<file path="config.mk">
export PLATFORM = sky130hd
export DESIGN_NAME = dc_motor_tach_and_pwm_control_flat
export DESIGN_NICKNAME = d
export VERILOG_FILES = /design/src/design/dmtp_pkg.sv /design/src/design/dmtp_if.sv /design/src/design/dmtp_in_reg.sv /design/src/design/dmtp_core.sv /design/src/design/dc_motor_tach_and_pwm_control.sv /design/src/flat_wrapper.sv
export SDC_FILE = /design/constraint.sdc
export NUM_CORES = 1
export LEC_CHECK = 0
export BUFFER_PORTS_ARGS = -buffer_cell sky130_fd_sc_hd__clkbuf_2
export CAP_MARGIN = 20
export CORE_ASPECT_RATIO = 1.1
export CORE_MARGIN = 1.5
export CORE_UTILIZATION = 50
export CTS_BUF_LIST = sky130_fd_sc_hd__clkbuf_2
export DETAILED_ROUTE_END_ITERATION = 7
export PLACE_DENSITY_LB_ADDON = 0.25
export SLEW_MARGIN = 10
export SYNTH_ARGS = -nofsm -noshare
export SYNTH_HDL_FRONTEND = slang
export SYNTH_SLANG_ARGS = --single-unit
</file>
<file path="constraint.sdc">
create_clock -name clock -period 5.9 [get_ports clock]
set_input_delay 0.295 -clock clock [delete_from_list [all_inputs] [get_ports clock]]
set_output_delay 0.295 -clock clock [all_outputs]
set_load 0.005 [all_outputs]
</file>
<file path="src/design/dmtp_pkg.sv">
// Shared types, constants and the duty lookup for the motor tach/PWM controller.
// No dependencies; dmtp_in_reg, dmtp_core and the top level import this package.
package dmtp_pkg;

   localparam int unsigned PeriodW = 16;
   localparam int unsigned LimitW  = 10;
   localparam int unsigned ScaleW  = 6;
   localparam int unsigned AdcW    = 10;
   localparam int unsigned RpmW    = 16;
   localparam int unsigned StepW   = 3;
   localparam int unsigned CsrIdxW = 2;
   localparam int unsigned CsrW    = 16;

   localparam logic [PeriodW-1:0] PeriodRst = 16'd1030;
   localparam logic [LimitW-1:0]  LimitRst  = 10'd999;
   localparam logic [ScaleW-1:0]  ScaleRst  = 6'd10;
   localparam logic [StepW-1:0]   StepRst   = 3'd3;
   localparam logic [StepW-1:0]   StepMin   = 3'd1;
   localparam logic [StepW-1:0]   StepMax   = 3'd6;

   typedef enum logic [2:0] {
      OP_TACH    = 3'd0,
      OP_WINDOW  = 3'd1,
      OP_STEP    = 3'd2,
      OP_DIR     = 3'd3,
      OP_APPLY   = 3'd4,
      OP_ADC     = 3'd5,
      OP_MODE    = 3'd6,
      OP_TICK    = 3'd7
   } op_type;

   typedef enum logic [CsrIdxW-1:0] {
      CSR_PWM_PERIOD  = 2'd0,
      CSR_COUNT_LIMIT = 2'd1,
      CSR_RPM_SCALE   = 2'd2
   } csr_idx_type;

   typedef struct packed {
      logic [PeriodW-1:0] pwm_period;
      logic [LimitW-1:0]  count_limit;
      logic [ScaleW-1:0]  rpm_scale;
   } cfg_type;

   typedef struct packed {
      op_type            op;
      logic              mode_digital;
      logic [AdcW-1:0]   adc_value;
   } event_type;

   typedef struct packed {
      logic [RpmW-1:0]   rpm_value;
      logic [AdcW-1:0]   pwm_compare;
      logic              pwm_level;
      logic              drive_a;
      logic              drive_b;
      logic              direction_flag;
      logic [StepW-1:0]  speed_step;
      logic              digital_mode_flag;
   } result_type;

   // Duty curve, one entry per speed step; bad steps use step 1.
   function automatic logic [AdcW-1:0] duty_of(input logic [StepW-1:0] step);
      logic [AdcW-1:0] duty;
      case (step)
         3'd2:    duty = 10'd249;
         3'd3:    duty = 10'd367;
         3'd4:    duty = 10'd495;
         3'd5:    duty = 10'd645;
         3'd6:    duty = 10'd901;
         default: duty = 10'd201;
      endcase
      return duty;
   endfunction

endpackage

</file>
<file path="src/design/dmtp_if.sv">
// Valid/ready channel interfaces for events in and status results out.
// Standalone; field widths follow the controller's event and result formats.
interface dmtp_req_if;
   logic        valid;
   logic        ready;
   logic [2:0]  op;
   logic        mode_digital;
   logic [9:0]  adc_value;

   modport source (output valid, output op, output mode_digital, output adc_value,
                   input ready);
   modport sink   (input valid, input op, input mode_digital, input adc_value,
                   output ready);
endinterface

interface dmtp_rsp_if;
   logic        valid;
   logic        ready;
   logic [15:0] rpm_value;
   logic [9:0]  pwm_compare;
   logic        pwm_level;
   logic        drive_a;
   logic        drive_b;
   logic        direction_flag;
   logic [2:0]  speed_step;
   logic        digital_mode_flag;

   modport source (output valid, output rpm_value, output pwm_compare, output pwm_level,
                   output drive_a, output drive_b, output direction_flag,
                   output speed_step, output digital_mode_flag, input ready);
   modport sink   (input valid, input rpm_value, input pwm_compare, input pwm_level,
                   input drive_a, input drive_b, input direction_flag,
                   input speed_step, input digital_mode_flag, output ready);
endinterface

</file>
<file path="src/design/dmtp_in_reg.sv">
// Input register stage: captures one event per transfer and holds it on a stall.
// Depends on dmtp_pkg.
module dmtp_in_reg import dmtp_pkg::*; (
   input  logic      clock,
   input  logic      reset,
   input  logic      in_valid,
   output logic      in_ready,
   input  event_type in_event,
   input  logic      advance,
   output logic      ev_valid,
   output event_type ev_data
);

   logic      vld_ff, vld_in;
   event_type data_ff;

   assign in_ready = !vld_ff || advance;
   assign vld_in   = in_ready ? in_valid : vld_ff;

   always_ff @(posedge clock) begin
      if (reset) begin
         vld_ff <= 1'b0;
      end else begin
         vld_ff <= vld_in;
      end
      if (in_ready && in_valid) begin
         data_ff <= in_event;
      end
   end

   assign ev_valid = vld_ff;
   assign ev_data  = data_ff;

endmodule

</file>
<file path="src/design/dmtp_core.sv">
// Controller state: tach counter, rpm, speed step, mode, direction, drive pins,
// PWM compare and counter. One event updates it per cycle while fire is high. Depends on dmtp_pkg.
module dmtp_core import dmtp_pkg::*; (
   input  logic       clock,
   input  logic       reset,
   input  logic       fire,
   input  event_type  ev,
   input  cfg_type    cfg,
   output result_type result
);

   logic [LimitW-1:0]  pulse_ff,   pulse_in;
   logic [RpmW-1:0]    rpm_ff,     rpm_in;
   logic [StepW-1:0]   step_ff,    step_in;
   logic               digital_ff, digital_in;
   logic               dir_ff,     dir_in;
   logic [1:0]         drive_ff,   drive_in;
   logic [AdcW-1:0]    compare_ff, compare_in;
   logic [AdcW-1:0]    duty_ff,    duty_in;
   logic [PeriodW-1:0] counter_ff, counter_in;
   logic               pwm_ff,     pwm_in;
   logic [LimitW-1:0]  clamped;

   assign clamped = (pulse_ff > cfg.count_limit) ? cfg.count_limit : pulse_ff;

   always_comb begin
      pulse_in   = pulse_ff;
      rpm_in     = rpm_ff;
      step_in    = step_ff;
      digital_in = digital_ff;
      dir_in     = dir_ff;
      drive_in   = drive_ff;
      compare_in = compare_ff;
      duty_in    = duty_ff;
      counter_in = counter_ff;
      pwm_in     = pwm_ff;
      case (ev.op)
         OP_TACH: begin
            if (pulse_ff < cfg.count_limit) begin
               pulse_in = pulse_ff + 1'b1;
            end
         end
         OP_WINDOW: begin
            rpm_in   = RpmW'({{(RpmW-LimitW){1'b0}}, clamped} *
                             {{(RpmW-ScaleW){1'b0}}, cfg.rpm_scale});
            pulse_in = '0;
         end
         OP_STEP: begin
            if (digital_ff) begin
               step_in = (step_ff >= StepMax) ? StepMin : step_ff + 1'b1;
            end
         end
         OP_DIR: begin
            dir_in = !dir_ff;
         end
         OP_APPLY: begin
            drive_in = dir_ff ? 2'b10 : 2'b01;
            if (digital_ff) begin
               duty_in    = duty_of(step_ff);
               compare_in = duty_in;
            end
         end
         OP_ADC: begin
            if (!digital_ff) begin
               compare_in = ev.adc_value;
            end
         end
         OP_MODE: begin
            digital_in = ev.mode_digital;
            if (ev.mode_digital) begin
               compare_in = duty_ff;
            end
         end
         OP_TICK: begin
            counter_in = (counter_ff >= cfg.pwm_period) ? '0 : counter_ff + 1'b1;
            // set at period, clear at compare; clear wins
            if (counter_in == cfg.pwm_period) begin
               pwm_in = 1'b1;
            end
            if (counter_in == {{(PeriodW-AdcW){1'b0}}, compare_ff}) begin
               pwm_in = 1'b0;
            end
         end
         default: begin
         end
      endcase
   end

   always_ff @(posedge clock) begin
      if (reset) begin
         pulse_ff   <= '0;
         rpm_ff     <= '0;
         step_ff    <= StepRst;
         digital_ff <= 1'b1;
         dir_ff     <= 1'b0;
         drive_ff   <= '0;
         compare_ff <= '0;
         duty_ff    <= '0;
         counter_ff <= '0;
         pwm_ff     <= 1'b0;
      end else if (fire) begin
         pulse_ff   <= pulse_in;
         rpm_ff     <= rpm_in;
         step_ff    <= step_in;
         digital_ff <= digital_in;
         dir_ff     <= dir_in;
         drive_ff   <= drive_in;
         compare_ff <= compare_in;
         duty_ff    <= duty_in;
         counter_ff <= counter_in;
         pwm_ff     <= pwm_in;
      end
   end

   // result shows the state after this event
   assign result.rpm_value         = rpm_in;
   assign result.pwm_compare       = compare_in;
   assign result.pwm_level         = pwm_in;
   assign result.drive_a           = drive_in[0];
   assign result.drive_b           = drive_in[1];
   assign result.direction_flag    = dir_in;
   assign result.speed_step        = step_in;
   assign result.digital_mode_flag = digital_in;

   a_step_range: assert property (@(posedge clock) disable iff (reset)
      step_ff >= StepMin && step_ff <= StepMax)
      else $error("speed step left its range");

   a_drive_exclusive: assert property (@(posedge clock) disable iff (reset)
      drive_ff != 2'b11)
      else $error("both drive pins active");

   a_apply_drives: assert property (@(posedge clock) disable iff (reset)
      fire && ev.op == OP_APPLY |=> drive_ff[0] == !$past(dir_ff) && drive_ff[1] == $past(dir_ff))
      else $error("drive pins do not follow direction on apply");

   a_window_clears: assert property (@(posedge clock) disable iff (reset)
      fire && ev.op == OP_WINDOW |=> pulse_ff == '0)
      else $error("pulse count not cleared at window end");

endmodule

</file>
<file path="src/design/dc_motor_tach_and_pwm_control.sv">
// Top level of the DC motor tach and PWM controller: config registers, pipeline
// control and result register. Depends on dmtp_pkg, dmtp_if, dmtp_in_reg, dmtp_core.
//
// Usage:
//   req_if carries one event per transfer: op (tach pulse, window end, step
//   button, direction button, apply, adc sample, mode poll, pwm tick), the mode
//   switch level and an adc sample. rsp_if returns exactly one status item per
//   event: rpm, PWM compare, PWM pin level, drive pins, direction, speed step
//   and mode, all as they stand after that event.
//   csr_wr_en/csr_index/csr_wdata write pwm_period (0), count_limit (1) and
//   rpm_scale (2); other indexes are dropped. Write only while the block is idle.
//   Pipeline: an event passes the input register, then the result register,
//   before its result is presented on rsp_if. Throughput: one event per cycle
//   while the receiver is ready; each event is a single register update of the
//   controller state.
//   Reset (synchronous, active high) empties both stages and restores the
//   register defaults: period 1030, limit 999, scale 10, step 3, digital mode.
//   When the receiver stalls, the result register holds its item and an empty input
//   register still takes one more event; after that req_if.ready drops.
module dc_motor_tach_and_pwm_control import dmtp_pkg::*; (
   input  logic               clock,
   input  logic               reset,
   dmtp_req_if.sink           req_if,
   dmtp_rsp_if.source         rsp_if,
   input  logic               csr_wr_en,
   input  logic [CsrIdxW-1:0] csr_index,
   input  logic [CsrW-1:0]    csr_wdata
);

   cfg_type    cfg_ff;
   event_type  in_event, ev;
   result_type result, rsp_ff;
   logic       ev_valid, advance, fire, rsp_vld_ff;

   always_ff @(posedge clock) begin
      if (reset) begin
         cfg_ff.pwm_period  <= PeriodRst;
         cfg_ff.count_limit <= LimitRst;
         cfg_ff.rpm_scale   <= ScaleRst;
      end else if (csr_wr_en) begin
         case (csr_index)
            CSR_PWM_PERIOD:  cfg_ff.pwm_period  <= csr_wdata[PeriodW-1:0];
            CSR_COUNT_LIMIT: cfg_ff.count_limit <= csr_wdata[LimitW-1:0];
            CSR_RPM_SCALE:   cfg_ff.rpm_scale   <= csr_wdata[ScaleW-1:0];
            default: begin
            end
         endcase
      end
   end

   assign in_event.op           = op_type'(req_if.op);
   assign in_event.mode_digital = req_if.mode_digital;
   assign in_event.adc_value    = req_if.adc_value;

   // advance when the result register is empty or being drained
   assign advance = !rsp_vld_ff || rsp_if.ready;
   assign fire    = ev_valid && advance;

   dmtp_in_reg u_in_reg (
      .clock    (clock),
      .reset    (reset),
      .in_valid (req_if.valid),
      .in_ready (req_if.ready),
      .in_event (in_event),
      .advance  (advance),
      .ev_valid (ev_valid),
      .ev_data  (ev)
   );

   dmtp_core u_core (
      .clock  (clock),
      .reset  (reset),
      .fire   (fire),
      .ev     (ev),
      .cfg    (cfg_ff),
      .result (result)
   );

   always_ff @(posedge clock) begin
      if (reset) begin
         rsp_vld_ff <= 1'b0;
      end else if (advance) begin
         rsp_vld_ff <= ev_valid;
      end
      if (fire) begin
         rsp_ff <= result;
      end
   end

   assign rsp_if.valid             = rsp_vld_ff;
   assign rsp_if.rpm_value         = rsp_ff.rpm_value;
   assign rsp_if.pwm_compare       = rsp_ff.pwm_compare;
   assign rsp_if.pwm_level         = rsp_ff.pwm_level;
   assign rsp_if.drive_a           = rsp_ff.drive_a;
   assign rsp_if.drive_b           = rsp_ff.drive_b;
   assign rsp_if.direction_flag    = rsp_ff.direction_flag;
   assign rsp_if.speed_step        = rsp_ff.speed_step;
   assign rsp_if.digital_mode_flag = rsp_ff.digital_mode_flag;

endmodule
</file>
<file path="src/flat_wrapper.sv">
// flat-port wrapper written by rule: the top's interface ports become plain ports
module dc_motor_tach_and_pwm_control_flat import dmtp_pkg::*;
  (clock, reset, csr_wr_en, csr_index, csr_wdata, req_if_valid, req_if_op, req_if_mode_digital, req_if_adc_value, req_if_ready, rsp_if_valid, rsp_if_rpm_value, rsp_if_pwm_compare, rsp_if_pwm_level, rsp_if_drive_a, rsp_if_drive_b, rsp_if_direction_flag, rsp_if_speed_step, rsp_if_digital_mode_flag, rsp_if_ready);
  dmtp_req_if req_if_i ();
  dmtp_rsp_if rsp_if_i ();
  input  logic clock;
  input  logic reset;
  input  logic csr_wr_en;
  input  logic [CsrIdxW-1:0] csr_index;
  input  logic [CsrW-1:0] csr_wdata;
  input wire logic [$bits(req_if_i.valid)-1:0] req_if_valid;
  input wire logic [$bits(req_if_i.op)-1:0] req_if_op;
  input wire logic [$bits(req_if_i.mode_digital)-1:0] req_if_mode_digital;
  input wire logic [$bits(req_if_i.adc_value)-1:0] req_if_adc_value;
  output wire logic [$bits(req_if_i.ready)-1:0] req_if_ready;
  output wire logic [$bits(rsp_if_i.valid)-1:0] rsp_if_valid;
  output wire logic [$bits(rsp_if_i.rpm_value)-1:0] rsp_if_rpm_value;
  output wire logic [$bits(rsp_if_i.pwm_compare)-1:0] rsp_if_pwm_compare;
  output wire logic [$bits(rsp_if_i.pwm_level)-1:0] rsp_if_pwm_level;
  output wire logic [$bits(rsp_if_i.drive_a)-1:0] rsp_if_drive_a;
  output wire logic [$bits(rsp_if_i.drive_b)-1:0] rsp_if_drive_b;
  output wire logic [$bits(rsp_if_i.direction_flag)-1:0] rsp_if_direction_flag;
  output wire logic [$bits(rsp_if_i.speed_step)-1:0] rsp_if_speed_step;
  output wire logic [$bits(rsp_if_i.digital_mode_flag)-1:0] rsp_if_digital_mode_flag;
  input wire logic [$bits(rsp_if_i.ready)-1:0] rsp_if_ready;
  assign req_if_i.valid = req_if_valid;
  assign req_if_i.op = req_if_op;
  assign req_if_i.mode_digital = req_if_mode_digital;
  assign req_if_i.adc_value = req_if_adc_value;
  assign req_if_ready = req_if_i.ready;
  assign rsp_if_valid = rsp_if_i.valid;
  assign rsp_if_rpm_value = rsp_if_i.rpm_value;
  assign rsp_if_pwm_compare = rsp_if_i.pwm_compare;
  assign rsp_if_pwm_level = rsp_if_i.pwm_level;
  assign rsp_if_drive_a = rsp_if_i.drive_a;
  assign rsp_if_drive_b = rsp_if_i.drive_b;
  assign rsp_if_direction_flag = rsp_if_i.direction_flag;
  assign rsp_if_speed_step = rsp_if_i.speed_step;
  assign rsp_if_digital_mode_flag = rsp_if_i.digital_mode_flag;
  assign rsp_if_i.ready = rsp_if_ready;
  dc_motor_tach_and_pwm_control u_core (.clock(clock), .reset(reset), .req_if(req_if_i), .rsp_if(rsp_if_i), .csr_wr_en(csr_wr_en), .csr_index(csr_index), .csr_wdata(csr_wdata));
endmodule
</file>
; Word level (Yosys, flattened, before mapping)
; Cells that the tools add are included.
[classes]
magnitude_cmp = 4
n_eq_ne = 17
reduce_logical = 16
mul = 1
muxes = 20
add_sub_neg = 3
[ops]
columns = cell, count
row1 = 2-to-1 mux 10 bit, 5
row2 = one-hot mux 10 bit (5 select lines), 1
row3 = 2-to-1 mux 16 bit, 2
row4 = one-hot mux 10 bit (3 select lines), 1
row5 = "equality test 3 bit, second input constant", 7
row6 = one-hot mux 10 bit (2 select lines), 1
row7 = "adder 16 x 1 -> 16 bit, second input constant", 1
row8 = equality test 16 x 10 -> 1 bit, 1
row9 = equality test 16 bit, 1
row10 = greater-or-equal comparator 16 bit, 1
row11 = multiplier 10 x 6 -> 16 bit, 1
row12 = "equality test 3 x 2 -> 1 bit, second input constant", 4
row13 = "adder 10 x 1 -> 10 bit, second input constant", 1
row14 = greater-than comparator 10 bit, 1
row15 = less-than comparator 10 bit, 1
row16 = 2-to-1 mux 3 bit, 3
row17 = AND reduction 2 bit, 4
row18 = AND reduction 3 bit, 2
row19 = 2-to-1 mux 1 bit, 5
row20 = 2-to-1 mux 2 bit, 2
row21 = "adder 3 x 1 -> 3 bit, second input constant", 1
row22 = "equality test 3 x 1 -> 1 bit, second input constant", 1
row23 = "greater-or-equal comparator 3 bit, second input constant", 1
row24 = logical NOT 1 bit, 3
row25 = 8 further kinds, 10
[word_totals]
inputBits = 37
out_inout_bits = 36
regBits = 152
elab_cells = 87

; Depth between registers and ports, before layout
[logic_depth]
ltp_word = 6
ltp_mapped = 25
ltp_nobuf = 24

; Cells and area by module
; From an unflattened synthesis, not the netlist that was laid out.
[hier_totals]
cells_unflattened = 1121
hier_area_um2 = 10022.1
[modules_own_cells]
columns = mod, n_inst, seq_area_each_um2, area_each_um2, cells_per_inst
row1 = dmtp_core, 1, 1381.3, 7139.3, 930
row2 = dc_motor_tach_and_pwm_control, 1, 1681.6, 2407.3, 172
row3 = dmtp_in_reg, 1, 440.4, 475.5, 19

; Least setup slack after synthesis
; OpenSTA, ideal clock, no wires.
[synth_path]
path_kind = register to register
start = reg u_core.cfg_ff[9] (netlist bit)
end = reg u_core.u_core.rpm_ff[15]
path_buffers = 1
path_slack_ns = -0.135
setup_time_ns = 0.122
path_stages_with_launch = 25
t_required_ns = 5.778
period_less_slack_ns = 6.035
t_arrival_ns = 5.913
path_cell_list = dfxtp_1 inv_1 ha_1 a21o_1 a21o_1 a21oi_1 o211ai_1 and2_1 clkbuf_1 mux2i_1 nor2b_1 fa_1 inv_1 fa_1 fa_1 inv_1 ha_1 a21o_1 a21oi_1 o21bai_1 a2111oi_0 o31ai_1 a31oi_1 nor4_1 a311o_1
[synth_between]
elab_chain_len = 4
[synth_lines]
columns = element, line_no
row1 = "start, declared", dc_motor_tach_and_pwm_control.sv:30  ; cfg_type cfg_ff;
row2 = greater-than comparator 10 bit, dmtp_core.sv:24  ; assign clamped = (pulse_ff > cfg.count_limit) ? cfg.count_limit : pulse_ff;
row3 = 2-to-1 mux 10 bit (*), dmtp_core.sv:24
row4 = multiplier 10 x 6 -> 16 bit (*), dmtp_core.sv:44  ; rpm_in = RpmW'({{(RpmW-LimitW){1'b0}}, clamped} *
row5 = 2-to-1 mux 16 bit (*), dmtp_core.sv:37  ; case (ev.op)
row6 = "end signal, assigned", dmtp_core.sv:103  ; rpm_ff <= rpm_in;
row7 = "end, declared", dmtp_core.sv:13  ; logic [RpmW-1:0] rpm_ff, rpm_in;
; Mark *: on every way between the ends. The rest lies on a longest branch, timed or not.
; A chain may end at the register's enable or synchronous reset.

; Worst setup path after layout
; Same ends and word-level chain as after synthesis.

==> impl_metrics.tcl <==
set metrics [dict create \
    run_status "completed" \
    io_buffers 72 \
    h-tree-depth 4 \
    grt_start_max_net_pins 76 \
    async_flop_share 0 \
    via_count 8531 \
    seq_area_frac_synth 0.357 \
    hp-class "primary input to flop" \
    fill_cells 1676 \
    end_kind "flop" \
    fin_area_um2 11400 \
    die_w_um 137 \
    via_per_inst 5.59 \
    yosysWarnings 0 \
    drc_errors 0 \
    combinationalPowerShare 0.101 \
    start_kind "flop" \
    period_needed_ps 5620 \
    fmax_ghz 0.178 \
    crit_required_ps 6600 \
    dieArea_um2 20500 \
    powerDensity_nw_per_um2 172 \
    synth_edf_count 48 \
    arrival_ps 6330 \
    initial_core_util 0.513 \
    multi_input_comb_area_um2 5870 \
    netlist_area_um2 9830 \
    syn_avg_cell_area_um2 8.54 \
    first_pass_iters 6 \
    final_util 0.595 \
    ctsLongestPathBuffers 2 \
    ys_ff_latch 151 \
    grt_pass1_wl_um 39700 \
    clk-insertion-delay-late_ps 790 \
    r2r_cells 25 \
    leakage_nw 4.71 \
    cts_buffers 17 \
    grt_usage 0.248 \
    clkPwrFrac 0.314 \
    first_iter_violations 536 \
    tritoncts "yes" \
    ios 73 \
    hold_path_depth 4 \
    slew_viol_final 0 \
    switching_share 0.314 \
    max-slew-margin-rel 0.270 \
    wire_per_inst_um 16.4 \
    grt_pass1_vias 8089 \
    setup_viol 0 \
    die_h_um 150 \
    ys_top_cells_by_area "dfxtp_1, edfxtp_1, ha_1, fa_1, nand2_1" \
    hold_viol 0 \
    regArea_um2 3510 \
    clkTransAtPathRegs_ps 270 \
    crit_fanout 6 \
    grt_setup_unrepaired "false" \
    drive_above_1_share 0.142 \
    cts-root-buf "clkbuf_2" \
    syn_nets 1277 \
    ys.flop_type "dfxtp_1" \
    num_rows 53 \
    pwr-share-seq 0.586 \
    syn_inst 1151 \
    ys_types 68 \
    maxCapViolations 0 \
    p_switching_w 0.000615 \
    area_growth_pct 16.0 \
    irDropWorstVdd_uv 102 \
    p_int_w 0.00134 \
    final_nets 1392 \
    antenna_found_initial 1 \
    dpl-instance-area_um2 10600 \
    core_um2 19200 \
    min_period_over_period 0.953 \
    hpwl_um 17900 \
    overflow 0 \
    routed_wl_um 25100 \
    antenna_left 0 \
    gp_congestion 0.872 \
    worstSetupPathType "flop to flop" \
    synth_largest_area_cell "dfxtp_1" \
    cts_sinks 151 \
    clock_skew_ps 47.0 \
    worst_slew_pin_slew_ps 1090 \
    synth_top_area_share 0.210 \
]
==> cells in the final DEF (no fill, tap or decap), types with 19 or more instances in the layout <==
cell             n
dlygate4sd3_1   45
a21oi_1         80
clkbuf_2        89
edfxtp_1        48
xor2_1          19
o21ai_0         47
nor2_1         110
xnor2_1         21
nand3_1         29
fa_1            33
dfxtp_1        100
buf_4           42
mux2i_1         20
nand2b_1        20
inv_1           82
nor2b_1         53
nand2_1        141
ha_1            56
==> timing repair <==
item	4_1_cts	5_1_grt
endpoints found under the hold margin	48	0
pin swaps	0	5
setup endpoints to repair	4	12
resized for setup	4	23
buffers inserted	0	1
gates cloned	0	0
hold buffers	45	0
==> layout make-up <==
class / count / area share
Tap cell: 247 / 0.0271
Inverter: 85 / 0.0280
Clock buffer: 17 / 0.00747
Clock inverter: 15 / 0.0154
Antenna cell: 1 / 0.000220
Sequential cell: 151 / 0.308
Timing Repair Buffer: 159 / 0.0988
Multi-Input combinational cell: 852 / 0.515
==> flip-flops by register name, summed over array words and instances (netlist names), 2 cells and up <==
| register | flops |
|---|---|
| u_core.u_in_reg.ev_data | 14 |
| u_core.rsp_if.rpm_value | 16 |
| u_core.rsp_if.speed_step | 3 |
| u_core.rsp_if.pwm_compare | 10 |
| u_core.u_core.duty_ff | 9 |
| u_core.cfg_ff | 32 |
| u_core.u_core.pulse_ff | 10 |
| u_core.u_core.rpm_ff | 16 |
| u_core.u_core.drive_ff | 2 |
| u_core.u_core.counter_ff | 16 |
| u_core.u_core.compare_ff | 10 |
| u_core.u_core.step_ff | 3 |
==> synthesized netlist by cell type (21+ instances only) <==
library cell and number:
mux2i_1 23, a21oi_1 82, clkbuf_1 50, ha_1 56, nor2b_1 54, nand2_1 141, fa_1 33, nand3_1 29
nor2_1 111, inv_1 84, o21ai_0 48, edfxtp_1 48, xnor2_1 21, dfxtp_1 103
==> worst max-delay path: stages, from the launching register on <==
cell and delay [ps]:
dfxtp_2 390, inv_1 40, ha_1 280, a21o_1 180, a21o_1 170, a21oi_1 140, o211ai_1 130, and2_4 230
buf_4 170, mux2i_2 190, buf_4 170, nor2b_1 60, fa_1 490, fa_1 490, inv_1 50, fa_1 530
inv_1 40, ha_1 320, inv_1 90, o21bai_2 210, a2111oi_4 100, buf_4 150, o31ai_4 300, a31oi_4 140
and4_1 220, a311o_1 260
==> routing by layer <==
layer,routed length [µm],part of all wire,global-route usage,up-vias
met5,0,0,0,-
met4,686,0.027,0.0952,0
met3,865,0.034,0.0352,58
met2,12800,0.51,0.440,199
met1,10800,0.43,0.302,4050
li1,-,-,-,4224
==> logic make-up after synthesis <==
group,after synthesis,share of synthesized area
simple gates,460,0.230
fa+ha+maj,89,0.139
compound gates,235,0.151
mux,27,0.0280
buf+inv,148,0.0579
xor+xnor,41,0.0379
flops,151,0.357
==> final timing paths <==
kind / from / endpoint / slack [ps]
worst max-delay path: u_core.cfg_ff[9] / u_core.u_core.rpm_ff[15] / 280
worst min-delay path: csr_wr_en / u_core.cfg_ff[10] / 100
worst max register to register: u_core.cfg_ff[9] / u_core.u_core.rpm_ff[15] / 280
worst min register to register: u_core.u_core.rpm_ff[2] / u_core.u_core.rpm_ff[2] / 470
==> power by group through the flow <==
stage	Clock (W)	Combinational, W	Sequential [W]
floorplan	0	0.000123	0.00114
global placement	0	0.000171	0.00116
detailed placement	0	0.000173	0.00116
CTS	0.000628	0.000195	0.00114
global route	0.000668	0.000218	0.00115
finish	0.000613	0.000197	0.00115
==> stage by stage <==
stage          cells  worst slack (ps)  hold slack, ps  power (W)  TNS (ps)
3_3_place_gp    1448              90.8             439    0.00134         0
2_1_floorplan   1151              34.1             394    0.00127         0
4_1_cts         1525              44.3            37.1    0.00197         0
6_report        1527               275             101    0.00196         0
5_1_grt         1527              3.42             110    0.00204         0
3_5_place_dp    1448              -114             447    0.00134      -215
Power figures use the tool's default switching activity.
